## config.mk

```make
export PLATFORM = sky130hd
export DESIGN_NAME = palette_led_strip_encoder
export DESIGN_NICKNAME = d
export VERILOG_FILES = /design/src/rtl/core/ple_pkg.sv /design/src/rtl/core/ple_store.sv /design/src/rtl/core/ple_serializer.sv /design/src/rtl/core/palette_led_strip_encoder.sv
export SDC_FILE = /design/constraint.sdc
export NUM_CORES = 1
export LEC_CHECK = 0
export BUFFER_PORTS_ARGS = -buffer_cell sky130_fd_sc_hd__buf_2
export CAP_MARGIN = 20
export CORE_UTILIZATION = 35
export DETAILED_ROUTE_END_ITERATION = 8
export SYNTH_ARGS = -nofsm -noshare
export SYNTH_HDL_FRONTEND = slang
export SYNTH_SLANG_ARGS = --single-unit
```

## constraint.sdc

```tcl
create_clock -name clk -period 5 [get_ports clk]
set_input_delay 0 -clock clk [delete_from_list [all_inputs] [get_ports clk]]
set_output_delay 0 -clock clk [all_outputs]
set_load 0.05 [all_outputs]
```

## src/rtl/core/ple_pkg.sv

```systemverilog
// Shared types and constants for the palette LED strip encoder.
package ple_pkg;

    localparam int WORD_W = 24;
    localparam int BYTE_W = 8;
    localparam int CNT_W  = 5;

    localparam logic [1:0] FUNC_SET  = 2'd0;
    localparam logic [1:0] FUNC_FILL = 2'd1;
    localparam logic [1:0] FUNC_SEND = 2'd2;

    localparam logic [2:0] CFG_ONE_PATTERN  = 3'd0;
    localparam logic [2:0] CFG_ZERO_PATTERN = 3'd1;
    localparam logic [2:0] CFG_PALETTE_0    = 3'd2;
    localparam logic [2:0] CFG_PALETTE_1    = 3'd3;
    localparam logic [2:0] CFG_PALETTE_2    = 3'd4;
    localparam logic [2:0] CFG_PALETTE_3    = 3'd5;

    localparam logic [WORD_W-1:0] PALETTE_0_RST = 24'h000000;
    localparam logic [WORD_W-1:0] PALETTE_1_RST = 24'hFF0000;
    localparam logic [WORD_W-1:0] PALETTE_2_RST = 24'h0000FF;
    localparam logic [WORD_W-1:0] PALETTE_3_RST = 24'h00FF00;

    localparam logic [BYTE_W-1:0] CODE_MASK = 8'h03;
    localparam logic [CNT_W-1:0]  BIT_LAST  = 5'd23;

    typedef struct packed {
        logic              load;
        logic [WORD_W-1:0] word;
        logic              last_led;
    } ser_load_t;

endpackage

```

## src/rtl/core/ple_store.sv

```systemverilog
// Packed color code memory, one byte holds four LED codes.
module ple_store
    import ple_pkg::*;
#(
    parameter int DEPTH = 16,
    parameter int AW    = 4
)
(
    input  logic              clk,
    input  logic              rd_en,
    input  logic [AW-1:0]     rd_addr,
    input  logic              wr_en,
    input  logic [AW-1:0]     wr_addr,
    input  logic [BYTE_W-1:0] wr_data,
    output logic [BYTE_W-1:0] rd_data
);

    logic [BYTE_W-1:0] mem [DEPTH];
    logic [BYTE_W-1:0] rd_data_reg;

    always_ff @(posedge clk)
    begin
        if (wr_en)
        begin
            mem[wr_addr] <= wr_data;
        end
    end

    always_ff @(posedge clk)
    begin
        if (rd_en)
        begin
            rd_data_reg <= mem[rd_addr];
        end
    end

    assign rd_data = rd_data_reg;

endmodule

```

## src/rtl/core/ple_serializer.sv

```systemverilog
// Shift unit that turns one 24-bit GRB word into 24 SPI code bytes.
module ple_serializer
    import ple_pkg::*;
(
    input  logic              clk,
    input  logic              rst_n,
    input  ser_load_t         load_in,
    input  logic [BYTE_W-1:0] one_pattern,
    input  logic [BYTE_W-1:0] zero_pattern,
    input  logic              out_ready,
    output logic              out_valid,
    output logic [BYTE_W-1:0] code_byte,
    output logic              last_of_led,
    output logic              frame_done,
    output logic              busy
);

    logic              active_reg, active_next;
    logic [WORD_W-1:0] word_reg, word_next;
    logic [CNT_W-1:0]  count_reg, count_next;
    logic              last_led_reg, last_led_next;
    logic              is_last;

    assign is_last = (count_reg == BIT_LAST);

    always_comb
    begin
        active_next   = active_reg;
        word_next     = word_reg;
        count_next    = count_reg;
        last_led_next = last_led_reg;
        if (load_in.load)
        begin
            active_next   = 1'b1;
            word_next     = load_in.word;
            count_next    = '0;
            last_led_next = load_in.last_led;
        end
        else if (active_reg && out_ready)
        begin
            word_next  = {word_reg[WORD_W-2:0], 1'b0};
            count_next = count_reg + 1'b1;
            if (is_last)
            begin
                active_next = 1'b0;
            end
        end
    end

    always_ff @(posedge clk or negedge rst_n)
    begin
        if (!rst_n)
        begin
            active_reg   <= 1'b0;
            count_reg    <= '0;
            last_led_reg <= 1'b0;
        end
        else
        begin
            active_reg   <= active_next;
            count_reg    <= count_next;
            last_led_reg <= last_led_next;
        end
    end

    always_ff @(posedge clk)
    begin
        word_reg <= word_next;
    end

    assign out_valid   = active_reg;
    assign busy        = active_reg;
    assign code_byte   = word_reg[WORD_W-1] ? one_pattern : zero_pattern;
    assign last_of_led = is_last;
    assign frame_done  = is_last && last_led_reg;

endmodule

```

## src/rtl/core/palette_led_strip_encoder.sv

```systemverilog
// Palette LED strip encoder: code store, sequencer, config registers, serializer.
// Set: read in SET_RD, write-back in SET_WR. Fill: one store byte per cycle.
// Send: store read in SEND_RD, serializer load in SEND_LD, then 24 bytes at
// one per cycle while out_ready is high; the next item is taken after the 24th.
// Reset: config and send position return to defaults, then a clearing pass
// zeroes all (LED_COUNT+3)/4 store bytes with in_ready held low.
module palette_led_strip_encoder
    import ple_pkg::*;
#(
    parameter int LED_COUNT = 64
)
(
    input  logic              clk,
    input  logic              rst_n,
    input  logic              cfg_valid,
    output logic              cfg_ready,
    input  logic [2:0]        cfg_index,
    input  logic [WORD_W-1:0] cfg_data,
    input  logic              in_valid,
    output logic              in_ready,
    input  logic [1:0]        func,
    input  logic [5:0]        led_index,
    input  logic [1:0]        color_code,
    output logic              out_valid,
    input  logic              out_ready,
    output logic [BYTE_W-1:0] code_byte,
    output logic              last_of_led,
    output logic              frame_done
);

    localparam int STORE_BYTES = (LED_COUNT + 3) / 4;
    localparam int AW = (STORE_BYTES > 1) ? $clog2(STORE_BYTES) : 1;
    localparam int PW = $clog2(LED_COUNT);
    localparam logic [AW-1:0] LAST_BYTE = AW'(STORE_BYTES - 1);
    localparam logic [PW-1:0] LAST_LED  = PW'(LED_COUNT - 1);

    localparam logic [2:0] ST_CLEAR   = 3'd0;
    localparam logic [2:0] ST_IDLE    = 3'd1;
    localparam logic [2:0] ST_SET_RD  = 3'd2;
    localparam logic [2:0] ST_SET_WR  = 3'd3;
    localparam logic [2:0] ST_FILL    = 3'd4;
    localparam logic [2:0] ST_SEND_RD = 3'd5;
    localparam logic [2:0] ST_SEND_LD = 3'd6;

    logic [2:0]        state_reg, state_next;
    logic [AW-1:0]     sweep_reg, sweep_next;
    logic [AW-1:0]     set_addr_reg, set_addr_next;
    logic [1:0]        set_slot_reg, set_slot_next;
    logic [1:0]        set_code_reg, set_code_next;
    logic [BYTE_W-1:0] fill_byte_reg, fill_byte_next;
    logic [PW-1:0]     pos_reg, pos_next;

    logic [BYTE_W-1:0] one_reg;
    logic [BYTE_W-1:0] zero_reg;
    logic [WORD_W-1:0] palette_reg [4];

    logic              rd_en, wr_en;
    logic [AW-1:0]     rd_addr, wr_addr;
    logic [BYTE_W-1:0] wr_data, rd_data;
    logic [BYTE_W-1:0] shifted_byte;
    logic [1:0]        send_code;
    logic              in_fire, set_in_range, ser_busy;
    ser_load_t         ser_load;

    assign cfg_ready    = 1'b1;
    assign in_ready     = (state_reg == ST_IDLE) && !ser_busy;
    assign in_fire      = in_valid && in_ready;
    assign set_in_range = (32'(led_index) < 32'(LED_COUNT));
    assign shifted_byte = rd_data >> {pos_reg[1:0], 1'b0};
    assign send_code    = shifted_byte[1:0];

    always_ff @(posedge clk or negedge rst_n)
    begin
        if (!rst_n)
        begin
            one_reg        <= '0;
            zero_reg       <= '0;
            palette_reg[0] <= PALETTE_0_RST;
            palette_reg[1] <= PALETTE_1_RST;
            palette_reg[2] <= PALETTE_2_RST;
            palette_reg[3] <= PALETTE_3_RST;
        end
        else if (cfg_valid && cfg_ready)
        begin
            case (cfg_index)
                CFG_ONE_PATTERN:  one_reg        <= cfg_data[BYTE_W-1:0];
                CFG_ZERO_PATTERN: zero_reg       <= cfg_data[BYTE_W-1:0];
                CFG_PALETTE_0:    palette_reg[0] <= cfg_data;
                CFG_PALETTE_1:    palette_reg[1] <= cfg_data;
                CFG_PALETTE_2:    palette_reg[2] <= cfg_data;
                CFG_PALETTE_3:    palette_reg[3] <= cfg_data;
                default:          ;
            endcase
        end
    end

    always_comb
    begin
        state_next     = state_reg;
        sweep_next     = sweep_reg;
        set_addr_next  = set_addr_reg;
        set_slot_next  = set_slot_reg;
        set_code_next  = set_code_reg;
        fill_byte_next = fill_byte_reg;
        pos_next       = pos_reg;
        rd_en          = 1'b0;
        rd_addr        = set_addr_reg;
        wr_en          = 1'b0;
        wr_addr        = sweep_reg;
        wr_data        = fill_byte_reg;
        ser_load.load     = 1'b0;
        ser_load.word     = palette_reg[send_code];
        ser_load.last_led = (pos_reg == LAST_LED);
        case (state_reg)
            ST_CLEAR:
            begin
                wr_en   = 1'b1;
                wr_data = '0;
                sweep_next = sweep_reg + 1'b1;
                if (sweep_reg == LAST_BYTE)
                begin
                    sweep_next = '0;
                    state_next = ST_IDLE;
                end
            end
            ST_IDLE:
            begin
                if (in_fire)
                begin
                    case (func)
                        FUNC_SET:
                        begin
                            if (set_in_range)
                            begin
                                set_addr_next = AW'(led_index >> 2);
                                set_slot_next = led_index[1:0];
                                set_code_next = color_code;
                                state_next    = ST_SET_RD;
                            end
                        end
                        FUNC_FILL:
                        begin
                            fill_byte_next = {4{color_code}};
                            sweep_next     = '0;
                            state_next     = ST_FILL;
                        end
                        FUNC_SEND:
                        begin
                            state_next = ST_SEND_RD;
                        end
                        default:
                        begin
                            state_next = ST_IDLE;
                        end
                    endcase
                end
            end
            ST_SET_RD:
            begin
                rd_en      = 1'b1;
                rd_addr    = set_addr_reg;
                state_next = ST_SET_WR;
            end
            ST_SET_WR:
            begin
                wr_en   = 1'b1;
                wr_addr = set_addr_reg;
                wr_data = (rd_data & ~(CODE_MASK << {set_slot_reg, 1'b0}))
                        | (BYTE_W'(set_code_reg) << {set_slot_reg, 1'b0});
                state_next = ST_IDLE;
            end
            ST_FILL:
            begin
                wr_en   = 1'b1;
                wr_addr = sweep_reg;
                wr_data = fill_byte_reg;
                sweep_next = sweep_reg + 1'b1;
                if (sweep_reg == LAST_BYTE)
                begin
                    sweep_next = '0;
                    state_next = ST_IDLE;
                end
            end
            ST_SEND_RD:
            begin
                rd_en      = 1'b1;
                rd_addr    = AW'(pos_reg >> 2);
                state_next = ST_SEND_LD;
            end
            ST_SEND_LD:
            begin
                ser_load.load = 1'b1;
                pos_next      = (pos_reg == LAST_LED) ? '0 : pos_reg + 1'b1;
                state_next    = ST_IDLE;
            end
            default:
            begin
                state_next = ST_IDLE;
            end
        endcase
    end

    always_ff @(posedge clk or negedge rst_n)
    begin
        if (!rst_n)
        begin
            state_reg <= ST_CLEAR;
            sweep_reg <= '0;
            pos_reg   <= '0;
        end
        else
        begin
            state_reg <= state_next;
            sweep_reg <= sweep_next;
            pos_reg   <= pos_next;
        end
    end

    always_ff @(posedge clk)
    begin
        set_addr_reg  <= set_addr_next;
        set_slot_reg  <= set_slot_next;
        set_code_reg  <= set_code_next;
        fill_byte_reg <= fill_byte_next;
    end

    ple_store #(
        .DEPTH (STORE_BYTES),
        .AW    (AW)
    ) u_store (
        .clk     (clk),
        .rd_en   (rd_en),
        .rd_addr (rd_addr),
        .wr_en   (wr_en),
        .wr_addr (wr_addr),
        .wr_data (wr_data),
        .rd_data (rd_data)
    );

    ple_serializer u_ser (
        .clk          (clk),
        .rst_n        (rst_n),
        .load_in      (ser_load),
        .one_pattern  (one_reg),
        .zero_pattern (zero_reg),
        .out_ready    (out_ready),
        .out_valid    (out_valid),
        .code_byte    (code_byte),
        .last_of_led  (last_of_led),
        .frame_done   (frame_done),
        .busy         (ser_busy)
    );

endmodule

```

# After elaboration in Yosys (flattened, before gate mapping)
# Memories as Yosys holds them, arrays and structs flattened. A register that Yosys moved wholly into a read port is not among the register bits.
# Index checks and enable logic that the tools add are counted.
op_classes:
  mux: 28
  n_eq_ne: 19
  n_reduce_logical: 25
  order_cmp: 1
  addsub: 3
  n_bitwise: 4
  n_shift: 3
op_table:
  columns: ["cell", "count"]
  rows:
  - ["$mux W24", 4]
  - ["$bmux W24 S2", 1]
  - ["$mux W4", 5]
  - ["$pmux W8 S2", 1]
  - ["$reduce_and A2 Y1", 8]
  - ["$eq A3 B3 Y1 const B", 5]
  - ["$eq A3 B2 Y1 const B", 4]
  - ["$pmux W3 S4", 1]
  - ["$mux W5", 2]
  - ["$pmux W3 S3", 1]
  - ["$reduce_and A3 Y1", 3]
  - ["$and A8 B8 Y8", 1]
  - ["$mux W1", 8]
  - ["$mux W8", 1]
  - ["$not A8 Y8", 1]
  - ["$or A8 B8 Y8", 1]
  - ["$pmux W4 S2", 1]
  - ["$shl A2 B3 Y8", 1]
  - ["$shl A2 B3 Y8 const A", 1]
  - ["$shr A8 B3 Y2", 1]
  - ["$add A6 B1 Y6 const B", 1]
  - ["$eq A3 B1 Y1 const B", 2]
  - ["$eq A6 B6 Y1 const B", 1]
  - ["$logic_not A3 Y1", 2]
  - ["18 further kinds", 26]
totals:
  inputBits: 42
  out_inout_bits: 13
  reg_bits: 172
  n_memories: 1
  ram_bits: 128
  elab_cells: 101
memory_table:
  columns: ["name", "depth", "width", "rd", "rd_ports_with_merged_regs", "write_ports", "line_no", "rtl"]
  rows:
  - ["u_store.mem", 16, 8, 1, 1, 1, "ple_store.sv:18", "logic [BYTE_W-1:0] mem [DEPTH];"]

# Logic depth before layout (Yosys ltp)
# Gate-level depths: netlist of run 1.
logic_depth:
  depth_word: 6
  mapped_depth: 8
  ltp_nobuf: 6

# By module
# From an unflattened synthesis of run 1, not the netlist that was laid out.
hier_totals:
  hier_cells: 773
  hier_area_um2: 13070.0
modules_own_cells:
  columns: ["module", "area_each_um2", "cells_each", "seq_area_each_um2", "n_inst"]
  rows:
  - ["palette_led_strip_encoder", 6402.4, 451, 3458.3, 1]
  - ["ple_store", 5227.5, 229, 4083.9, 1]
  - ["ple_serializer", 1440.1, 93, 895.9, 1]

# Worst setup path before layout of run 1
# Ideal clock, no wire load.
synth_timing:
  path_kind: "flip-flop to flip-flop"
  startpoint: "register state_reg[1]"
  endpoint: "register u_store.rd_data_reg[2], in the netlist u_store.rd_data[2], read port of u_store.mem (data pin)"
  period_less_slack_ps: 2312
  required_ps: 4739
  path_buffers: 2
  path_stages_with_launch: 9
  setup_time_ps: 261
  arrival_ps: 2052
  path_slack_ps: 2688
  path_cell_list: "dfrtp_1 buf_4 nand3b_4 mux2i_4 buf_6 mux2_1 o22ai_1 nor2_1 a221o_1"
synth_between:
  elab_chain_len: 3
  word_cells_on_any_way: 5
  classes_between: "eq/ne: 2; mux: 2; reduce/logical: 1"
synth_lines:
  columns: ["element", "line_no", "rtl"]
  rows:
  - ["from (decl)", "palette_led_strip_encoder.sv:45", "logic [2:0] state_reg, state_next;"]
  - ["from (signal assigned)", "palette_led_strip_encoder.sv:213", "state_reg <= state_next;"]
  - ["$eq A3 B3 Y1 / $eq A3 B2 Y1 (equally long branches)", "palette_led_strip_encoder.sv:114", "case (state_reg)"]
  - ["$reduce_or A2 Y1 (no source line)", null, null]
  - ["$mux W1", "palette_led_strip_encoder.sv:114", null]
  - ["to (decl)", "ple_store.sv:19", "logic [BYTE_W-1:0] rd_data_reg;"]
# Parallel ways exist; a longest one is shown, timed or not.
# A chain may end at the register's enable or synchronous reset.

# Worst setup path in the final report of run 1
layout_timing:
  startpoint: "register state_reg[1]"
  endpoint: "register u_store.rd_data_reg[5], in the netlist u_store.rd_data[5], read port of u_store.mem (data pin)"
# The elaborated chain is that of the path after synthesis.

==> out/results.ini, run 1 <==
[placed_design]
post-dp-hpwl_um = 16800
routabilityCongestion = 0.817
portBuffers = 53

[power]
p_seq_frac = 0.470
leakage_nw = 5.81
power_density_mw_per_mm2 = 480
power.internal_mw = 5.29
p_switching_mw = 2.00
combPwrFrac = 0.208
finalPower_mw = 7.29
pwr-share-clk = 0.322
ir_worst_vdd_uv = 278
swShare = 0.274

[cells_and_area]
drive_gt1_frac = 0.300
nNetsFinal = 1041
area_growth_pct = 17.3
diodes = 0
largest_register_ffs = 128

[logic_synthesis]
syn-instance-count = 895
synth_compound_area_frac = 0.0552
synth_async_sr_flop_share = 0.437
synth_mux_area_frac = 0.183
synth_area_per_cell_um2 = 14.4
synth-edff-count = 170
synth.top_cell.area_share = 0.395
synth_top_family_by_area = multiplexers
yosys_warnings = 0
synth_adder_area_share = 0.00774
synth_xor_area_frac = 0.00406
ys.flop_type = edfxtp_1
seq_area_frac_synth = 0.652
synth-simple-area-share = 0.0776
synth_cell_type_count = 52
syn-cell-area_mm2 = 0.0129
synth_most_common_cell = edfxtp_1
ys_seq_elements = 302
synth_common_cells = 170 x edfxtp_1, 154 x nand2_1, 127 x mux2_2, 108 x dfrtp_1, 36 x nor2_1
synth_nets = 945
synth_area_leaders = edfxtp_1 39%, dfrtp_1 21%, mux2_2 11%
yosysTopAreaCell = edfxtp_1

[setup_path]
cp.arrival_ns = 3.19
crit_type = flop to flop
rrSetupSlack_ns = 2.11
r2r_start = state_reg[1]
timing.rr.end = u_store.rd_data[5]
critPathLaunchType = flop
required_ns = 5.30
worst-r2r-cell-count = 7
cp-end-kind = flop
crit_fanout = 64

[sta]
relSlewSlack = 0.343
setup_viol = 0
fin_crit_sh = 0.578
rsz0062_at_grt = no
clock_skew_ns = 0.0166
final.min_clock_period_ns = 2.89
maxSlewViolCount = 0
timing.fmax_mhz = 346
hold_viol_final = 0
tightest_slew_ns = 0.986
tns_ns = 0

[die]
dieArea_mm2 = 0.0377
design.core.area_mm2 = 0.0365
ios = 55
initial_core_util = 0.354
die_y_um = 194
fp.dieW_um = 194
rows = 70

[global_route]
grt_use_total = 0.144
grt_pass1_wl_um = 42600
grt_overflow = 0
grt_pass1_vias = 7511
antenna_found_initial = 0
grt_start_max_net_pins = 82

[clock_tree]
path_clk_slew_ns = 0.06
post_cts_resize_count = 0
clock_path_buffers = 3
hold_buffers = 38
cts_setup_buffers = 0
cts_htree_levels = 1
cts_buffers = 31
clk_latency_ns = 0.56
clk_root_buffer_cell = clkbuf_16
clock_sinks = 302
cts_tree = built

[drt]
routed_via_density = 5.01
drt_first_pass_iters = 5
wirelength_um = 27000
wl_per_cell_um = 18.2
vias = 7435
drtIter0Drc = 437
antenna_left = 0
drc = 0

[run_status]
status = finished, final reports clean

[run]
cap_violations = 0

[hold_path]
min_path_type = input port to async pin

==> cells in the final DEF (no fill, tap or decap), types with 6 or more instances in the layout <==
| cell | netlist | routed |
|---|---|---|
| clkbuf_1 | 26 | 6 |
| mux2i_1 | 11 | 10 |
| inv_1 | 7 | 7 |
| dlygate4sd3_1 | 0 | 38 |
| dfrtp_1 | 108 | 108 |
| clkbuf_16 | 0 | 31 |
| a221o_1 | 8 | 8 |
| nor2b_1 | 6 | 6 |
| buf_4 | 5 | 18 |
| o21ai_0 | 15 | 15 |
| mux4_2 | 26 | 26 |
| ha_1 | 8 | 8 |
| mux2_1 | 18 | 18 |
| nand2_1 | 154 | 154 |
| a32oi_1 | 8 | 8 |
| o22ai_1 | 13 | 13 |
| buf_2 | 11 | 53 |
| edfxtp_1 | 170 | 170 |
| nor3_1 | 8 | 7 |
| dfstp_2 | 24 | 24 |
| a21oi_1 | 31 | 31 |
| a311oi_1 | 8 | 8 |
| nor2_1 | 36 | 35 |
| a21o_1 | 9 | 9 |
| mux2_2 | 127 | 127 |
==> power by group through the flow <==
stage | Clock [mW] | Sequential [mW] | Combinational, mW
6_report | 2.35 | 3.42 | 1.52
5_1_grt | 2.50 | 3.47 | 1.66
4_1_cts | 2.41 | 3.42 | 1.53
3_5_place_dp | 0 | 3.47 | 1.50
3_3_place_gp | 0 | 3.46 | 1.48
2_1_floorplan | 0 | 3.39 | 1.12
==> stage by stage <==
step / hold slack [ns] / utilization / setup WS (ns) / std cells / cell area, um^2
3_5_place_dp: 0.110 / 0.376 / 2.14 / 1386 / 13700
6_report: 0.0551 / 0.415 / 2.11 / 1483 / 15200
5_1_grt: 0.109 / 0.415 / 1.93 / 1483 / 15200
3_3_place_gp: 0.102 / 0.376 / 2.20 / 1386 / 13700
4_1_cts: 0.0352 / 0.414 / 2.11 / 1481 / 15100
2_1_floorplan: -0.296 / - / 2.69 / 895 / 12900
==> routing by layer <==
metal  global-route usage  vias up  part of all wire
met2                0.229      139              0.47
met5                    0        -                 0
li1                     -     3505                 -
met1                0.203     3756              0.47
met4               0.0353        0             0.018
met3               0.0250       35             0.045
==> worst max-delay path, stage by stage (launching register included) <==
cell	delay, ns
dfrtp_1	0.48
nand3b_4	0.27
mux2i_4	0.23
buf_4	0.60
mux2_2	0.42
o22ai_1	0.17
a21oi_1	0.06
a221o_1	0.37
==> worst max path at each step <==
stage,start,endpoint,slack (ns),depth (start not counted)
after floorplan,state_reg[1],u_store.rd_data[2],2.69,8
after global placement,state_reg[1],u_store.rd_data[4],2.20,7
after detailed placement,state_reg[1],u_store.rd_data[6],2.14,7
after CTS,state_reg[1],u_store.rd_data[5],2.11,7
after global routing,state_reg[2],u_store.rd_data[2],1.93,7
final,state_reg[1],u_store.rd_data[5],2.11,7
==> kinds of logic (layout without fill, tap and decap cells) <==
logic type / Yosys count / count (layout)
mux: 184 / 184
xor+xnor: 6 / 6
flops: 302 / 302
fa+ha+maj: 8 / 8
other cells: 1 / 1
compound gates: 106 / 106
buf+inv: 55 / 175
simple gates: 233 / 233
==> cell type report <==
cell class,count,area [um^2]
flip-flops and latches,302,8440
fillers,3352,21400
inverters,7,26.3
clock inverters,19,228
multi-input cells,538,4260
clock buffers,38,812
well taps,468,586
repair buffers,111,820
Note: power is estimated with default switching activity, not from simulation.
==> inputs of run 2 (changes only) <==
Settings changed: ABC_AREA set to 1.
Clock period 5 ns to 2.9 ns, I/O delays scaled along.
==> run 2 against run 1 <==
Critical endpoint is now u_store.mem[7][4]; flip-flop and latch count unchanged; setup slack got worse by 1.7 ns; routed wire length increased by 18%; largest cell class unchanged.
==> out/results.ini, run 2 <==
[run_status]
status = finished, final reports clean

[cells_and_area]
final_cell_mix = 408 x nand2_1, 191 x inv_1, 170 x edfxtp_1
final_common_cell = nand2_1
stdcell_area_mm2 = 0.0160  ; +5.5%
drive_gt1_frac = 0.114  ; -0.185
diodes = 0  ; unchanged
largest_register_ffs = 128  ; unchanged
nNetsFinal = 1583  ; +52%
area_growth_pct = 16.5
fin_cells = 2076  ; +40%
nFillCells = 3781  ; +13%

[power]
power_density_mw_per_mm2 = 956  ; +99%
leakage_nw = 7.12  ; +22%
ir_worst_vdd_uv = 459  ; +65%

[drt]
antenna_left = 0  ; unchanged
drtIter0Drc = 706  ; +62%
drc = 0  ; unchanged
wirelength_um = 31800  ; +18%
vias = 9922  ; +33%
routed_via_density = 4.78  ; -4.7%
wl_per_cell_um = 15.3  ; -16%
drt_first_pass_iters = 5  ; unchanged

[sta]
hold_slack_ns = 0.0224  ; -0.0327 ns
clock_skew_ns = 0.0111  ; -0.00547 ns
setup_viol = 0  ; unchanged
final.min_clock_period_ns = 2.46  ; -0.427 ns
timing.fmax_mhz = 406  ; +17%
hold_viol_final = 0  ; unchanged
fin_crit_sh = 0.849  ; +0.271
relSlewSlack = 0.449  ; +0.106
rsz0062_at_grt = no
tightest_slew_ns = 0.825  ; -0.161 ns
tns_ns = 0  ; unchanged
maxSlewViolCount = 0  ; unchanged

[clock_tree]
cts_buffers = 31  ; unchanged
clk_root_buffer_cell = clkbuf_16
cts_setup_buffers = 0  ; unchanged
hold_buffers = 39  ; +2.6%
cts_htree_levels = 1  ; unchanged
post_cts_resize_count = 0  ; unchanged
clock_path_buffers = 3  ; unchanged
clk_latency_ns = 0.58  ; +0.02 ns
cts_tree = built
path_clk_slew_ns = 0.06  ; about the same
clock_sinks = 302  ; unchanged

[global_route]
grt_overflow = 0  ; unchanged
grt_start_max_net_pins = 51  ; -38%
grt_pass1_wl_um = 51000  ; +20%
antenna_found_initial = 0  ; unchanged
grt_pass1_vias = 9450  ; +26%
grt_use_total = 0.163  ; +0.0191

[run]
cap_violations = 0  ; unchanged

[logic_synthesis]
synth_common_cells = 410 x nand2_1, 191 x inv_1, 170 x edfxtp_1, 145 x o21ai_0, 143 x nand3_1
syn-cell-area_mm2 = 0.0137  ; +6.2%
synth_area_per_cell_um2 = 9.50  ; -34%
yosysTopAreaCell = edfxtp_1
synth_cell_type_count = 34  ; -35%
seq_area_frac_synth = 0.614  ; -0.0381
yosys_warnings = 0  ; unchanged
synth_async_sr_flop_share = 0.437  ; unchanged
ys_seq_elements = 302  ; unchanged
synth.top_cell.area_share = 0.372  ; -0.0231
synth_nets = 1496  ; +58%
synth_area_leaders = edfxtp_1 37%, dfrtp_1 20%, nand2_1 11%
syn-instance-count = 1446  ; +62%
synth_most_common_cell = nand2_1
ys.flop_type = edfxtp_1
synth-edff-count = 170  ; unchanged

[setup_path]
r2r_start = state_reg[2]
cp.arrival_ns = 2.67  ; -0.52 ns
crit_type = flop to flop
rrSetupSlack_ns = 0.44  ; -1.67 ns
cp-end-kind = flop
required_ns = 3.11  ; -2.19 ns
worst-r2r-cell-count = 5  ; -2
critPathLaunchType = flop
crit_fanout = 10  ; -84%
timing.rr.end = u_store.mem[7][4]

[hold_path]
min_path_type = input port to async pin

[placed_design]
dp_cells = 1979  ; +43%
post-dp-hpwl_um = 20200  ; +20%
routabilityCongestion = 0.875  ; +7.0%
portBuffers = 53  ; unchanged
place_area_mm2 = 0.0146  ; +6.4%

[die]
die_y_um = 200  ; +3.0%
dieArea_mm2 = 0.0400  ; +6.1%
design.core.area_mm2 = 0.0386  ; +5.8%
initial_core_util = 0.355  ; +0.00129
rows = 72  ; +2.9%
fp.dieW_um = 200  ; +3.0%
ios = 55  ; unchanged

run 2: cell families after synthesis:
logic type	synth area share
and+or+nand+nor	0.203
DFF	0.614
buffers and inverters	0.0791
AOI/OAI and AO/OA	0.0872
adders and majority gates	0.00729
muxes	0.00656
xor gates and xnor gates	0.00191
other	0.000273
run 2: worst max-delay path by stage:
| stage | slack (ns) | to | depth (start not counted) | start |
|---|---|---|---|---|
| after floorplan | 0.28 | set_addr_reg[0] | 2 | u_ser.busy |
| after global placement | 0.61 | u_store.mem[12][3] | 7 | state_reg[2] |
| after detailed placement | 0.54 | u_store.mem[7][4] | 5 | state_reg[2] |
| after CTS | 0.53 | u_store.mem[7][4] | 5 | state_reg[2] |
| after global routing | 0.27 | u_store.mem[7][0] | 5 | state_reg[2] |
| final | 0.44 | u_store.mem[7][4] | 5 | state_reg[2] |
run 2: stage by stage:
step / utilization / power [mW] / worst slack, ns
5_1_grt: 0.414 / 16.2 / 0.267
4_1_cts: 0.414 / 15.4 / 0.525
2_1_floorplan: - / 9.72 / 0.277
6_report: 0.414 / 15.3 / 0.437
3_3_place_gp: 0.378 / 11.3 / 0.608
3_5_place_dp: 0.378 / 11.4 / 0.542
run 2: final cells by class:
type                            instances  area, um^2  area share
Sequential cell                       302        8440       0.527
Multi-Input combinational cell        876        4220       0.263
Timing Repair Buffer                  127         966      0.0604
Clock buffer                           43         862      0.0539
Inverter                              195         732      0.0457
Tap cell                              518         648      0.0405
Clock inverter                         15         141     0.00884
run 2: critical path, cell delays in order, from the launching register on:
cell and delay, ns:
dfrtp_1 0.46, inv_1 0.17, nand3_2 0.21, o21ai_0 0.40
nand3_1 0.21, nor2_1 0.65
run 2: power breakdown:
group / internal [mW] / total, mW / switching (mW)
clock network: 2.26 / 3.96 / 1.70
registers: 5.98 / 6.41 / 0.428
logic: 1.51 / 4.92 / 3.42
run 2: per-layer routing:
layer / vias to the layer above / share of wire / GRT usage
li1: 4942 / - / -
met1: 4688 / 0.48 / 0.233
met2: 229 / 0.45 / 0.255
met3: 63 / 0.043 / 0.0222
met4: 0 / 0.029 / 0.0509
met5: - / 0 / 0
==> inputs of run 3 (changes only) <==
Clock period 2.9 ns to 2.5 ns, I/O delays scaled along.
==> run 3 against run 2 <==
Global-route usage grew 0.91 points; clock power up 26%; critical path depth grew 1; utilization is 0.48 points higher; non-clock buffer count grew 8; fmax grew 12%; first-iteration DRC count decreased by 9.5%; sequential power rose by 17%.
==> out/results.ini, run 3 (synthesized netlist as in run 2, its figures left out) <==
[setup_path]
cp_cell_sequence = inv_1 > nand3_2 > o21ai_0 > nand3_1 > nor2_1 > buf_4
cp-end-kind = flop
timing.rr.end = u_store.mem[5][0]
crit_type = flop to flop
rrSetupSlack_ns = 0.30  ; -0.13 ns
critPathLaunchType = flop
cp.arrival_ns = 2.43  ; -0.24 ns
cpMaxStageDelayCell = dfrtp_1
required_ns = 2.73  ; -0.38 ns
cpPeakStageDelay_ns = 0.45  ; -0.20 ns
crit_fanout = 10  ; unchanged
worst-r2r-cell-count = 6  ; +1
r2r_start = state_reg[2]

[power]
ir_worst_vdd_uv = 897  ; +95%
leakage_nw = 7.22  ; +1.5%
finalPower_mw = 18.2  ; +19%
power_density_mw_per_mm2 = 1120  ; +18%

[cells_and_area]
final_cell_mix = 407 x nand2_1, 191 x inv_1, 170 x edfxtp_1
diodes = 0  ; unchanged
largest_register_ffs = 128  ; unchanged
drive_gt1_frac = 0.124  ; +0.00932
nNetsFinal = 1596  ; +0.82%
area_growth_pct = 17.9
final_common_cell = nand2_1

[drt]
drc = 0  ; unchanged
wl_per_cell_um = 15.8  ; +3.2%
drtIter0Drc = 639  ; -9.5%
antenna_left = 0  ; unchanged
vias = 10081  ; +1.6%
wirelength_um = 33100  ; +3.8%
drt_first_pass_iters = 6  ; +1
routed_via_density = 4.83  ; +1.0%

[die]
dieArea_mm2 = 0.0400  ; unchanged
design.core.area_mm2 = 0.0386  ; unchanged
die_y_um = 200  ; unchanged
fp.dieW_um = 200  ; unchanged
rows = 72  ; unchanged
initial_core_util = 0.355  ; unchanged
ios = 55  ; unchanged

[global_route]
grt_overflow = 0  ; unchanged
grt_pass1_wl_um = 53100  ; +4.1%
grt_start_max_net_pins = 95  ; +86%
grt_pass1_vias = 9870  ; +4.4%
antenna_found_initial = 0  ; unchanged
grt_use_total = 0.172  ; +0.00907

[clock_tree]
cts_buffers = 36  ; +16%
clock_path_buffers = 3  ; unchanged
cts_setup_buffers = 0  ; unchanged
clk_latency_ns = 0.53  ; -0.05 ns
clock_sinks = 302  ; unchanged
cts_tree = built
cts_htree_levels = 2  ; +1
clk_root_buffer_cell = clkbuf_16
hold_buffers = 37  ; -5.1%
path_clk_slew_ns = 0.05  ; about the same
post_cts_resize_count = 0  ; unchanged

[run_status]
status = finished, final reports clean

[sta]
tightest_slew_ns = 0.783  ; -0.0414 ns
setup_viol = 0  ; unchanged
clock_skew_ns = 0.0114  ; +0.000258 ns
maxSlewViolCount = 0  ; unchanged
tns_ns = 0  ; unchanged
rsz0062_at_grt = no
timing.fmax_mhz = 455  ; +12%
hold_viol_final = 0  ; unchanged
fin_crit_sh = 0.879  ; +0.0298
final.min_clock_period_ns = 2.20  ; -0.265 ns
relSlewSlack = 0.476  ; +0.0272
hold_slack_ns = 0.0313  ; +0.00888 ns

[hold_path]
min_from = func[1]
hold_depth = 4
min_path_type = input port to flop
holdPathEnd = state_reg[0]

[run]
cap_violations = 0  ; unchanged

[placed_design]
portBuffers = 53  ; unchanged
post-dp-hpwl_um = 20700  ; +2.8%
routabilityCongestion = 0.867  ; -0.88%

==> run 3: cell count changes in the layout (fill, tap and decap cells not counted), moves of 2 or more <==
cell / previous run / this run
buf_4: 32 / 42
clkbuf_16: 32 / 38
clkbuf_8: 2 / 4
clkinv_1: 4 / 2
==> run 3: worst max-delay path: cells and delay by family (launching register included) <==
kind | cells | cell delay [ns]
buffers and inverters | 2 | 0.36
and+or+nand+nor | 3 | 0.74
DFF | 1 | 0.45
AOI/OAI and AO/OA | 1 | 0.35
==> run 3: how the worst max path moves through the flow <==
| stage | end | cells past startpoint | slack (ns) | startpoint |
|---|---|---|---|---|
| detailed placement | u_store.mem[5][6] | 6 | 0.33 | state_reg[2] |
| global placement | u_store.mem[7][5] | 6 | 0.37 | state_reg[2] |
| CTS | u_store.mem[3][0] | 6 | 0.33 | state_reg[2] |
| floorplan | fill_byte_reg[5] | 5 | 0.37 | u_ser.busy |
| global route | u_store.mem[15][7] | 6 | 0.14 | state_reg[2] |
| finish | u_store.mem[5][0] | 6 | 0.30 | state_reg[2] |
==> run 3: area by class of cell <==
| cell class | count | area, um^2 |
|---|---|---|
| Tap cell | 518 | 648 |
| Clock inverter | 10 | 77.6 |
| Fill cell | 3779 | 22500 |
| Multi-Input combinational cell | 876 | 4220 |
| Timing Repair Buffer | 135 | 1030 |
| Sequential cell | 302 | 8440 |
| Clock buffer | 52 | 1040 |
| Inverter | 195 | 732 |
==> run 3: power breakdown <==
part	internal, mW	switching [mW]
clock	2.99	1.99
sequential	6.93	0.547
combinational	1.78	3.97
==> run 3: stage by stage <==
| stage | std cells | cell area (um^2) | util | setup slack, ns |
|---|---|---|---|---|
| after floorplan | 1446 | 13700 | - | 0.374 |
| after global placement | 1989 | 14700 | 0.380 | 0.366 |
| after detailed placement | 1989 | 14700 | 0.380 | 0.334 |
| after CTS | 2088 | 16200 | 0.419 | 0.332 |
| after global routing | 2088 | 16200 | 0.419 | 0.136 |
| final | 2088 | 16200 | 0.419 | 0.302 |
==> run 3: routing by layer <==
metal,global-route usage,part of all wire,up-vias
met5,0,0,-
met2,0.279,0.47,268
met3,0.0344,0.058,51
li1,-,-,4967
met4,0.0611,0.024,0
met1,0.228,0.45,4795
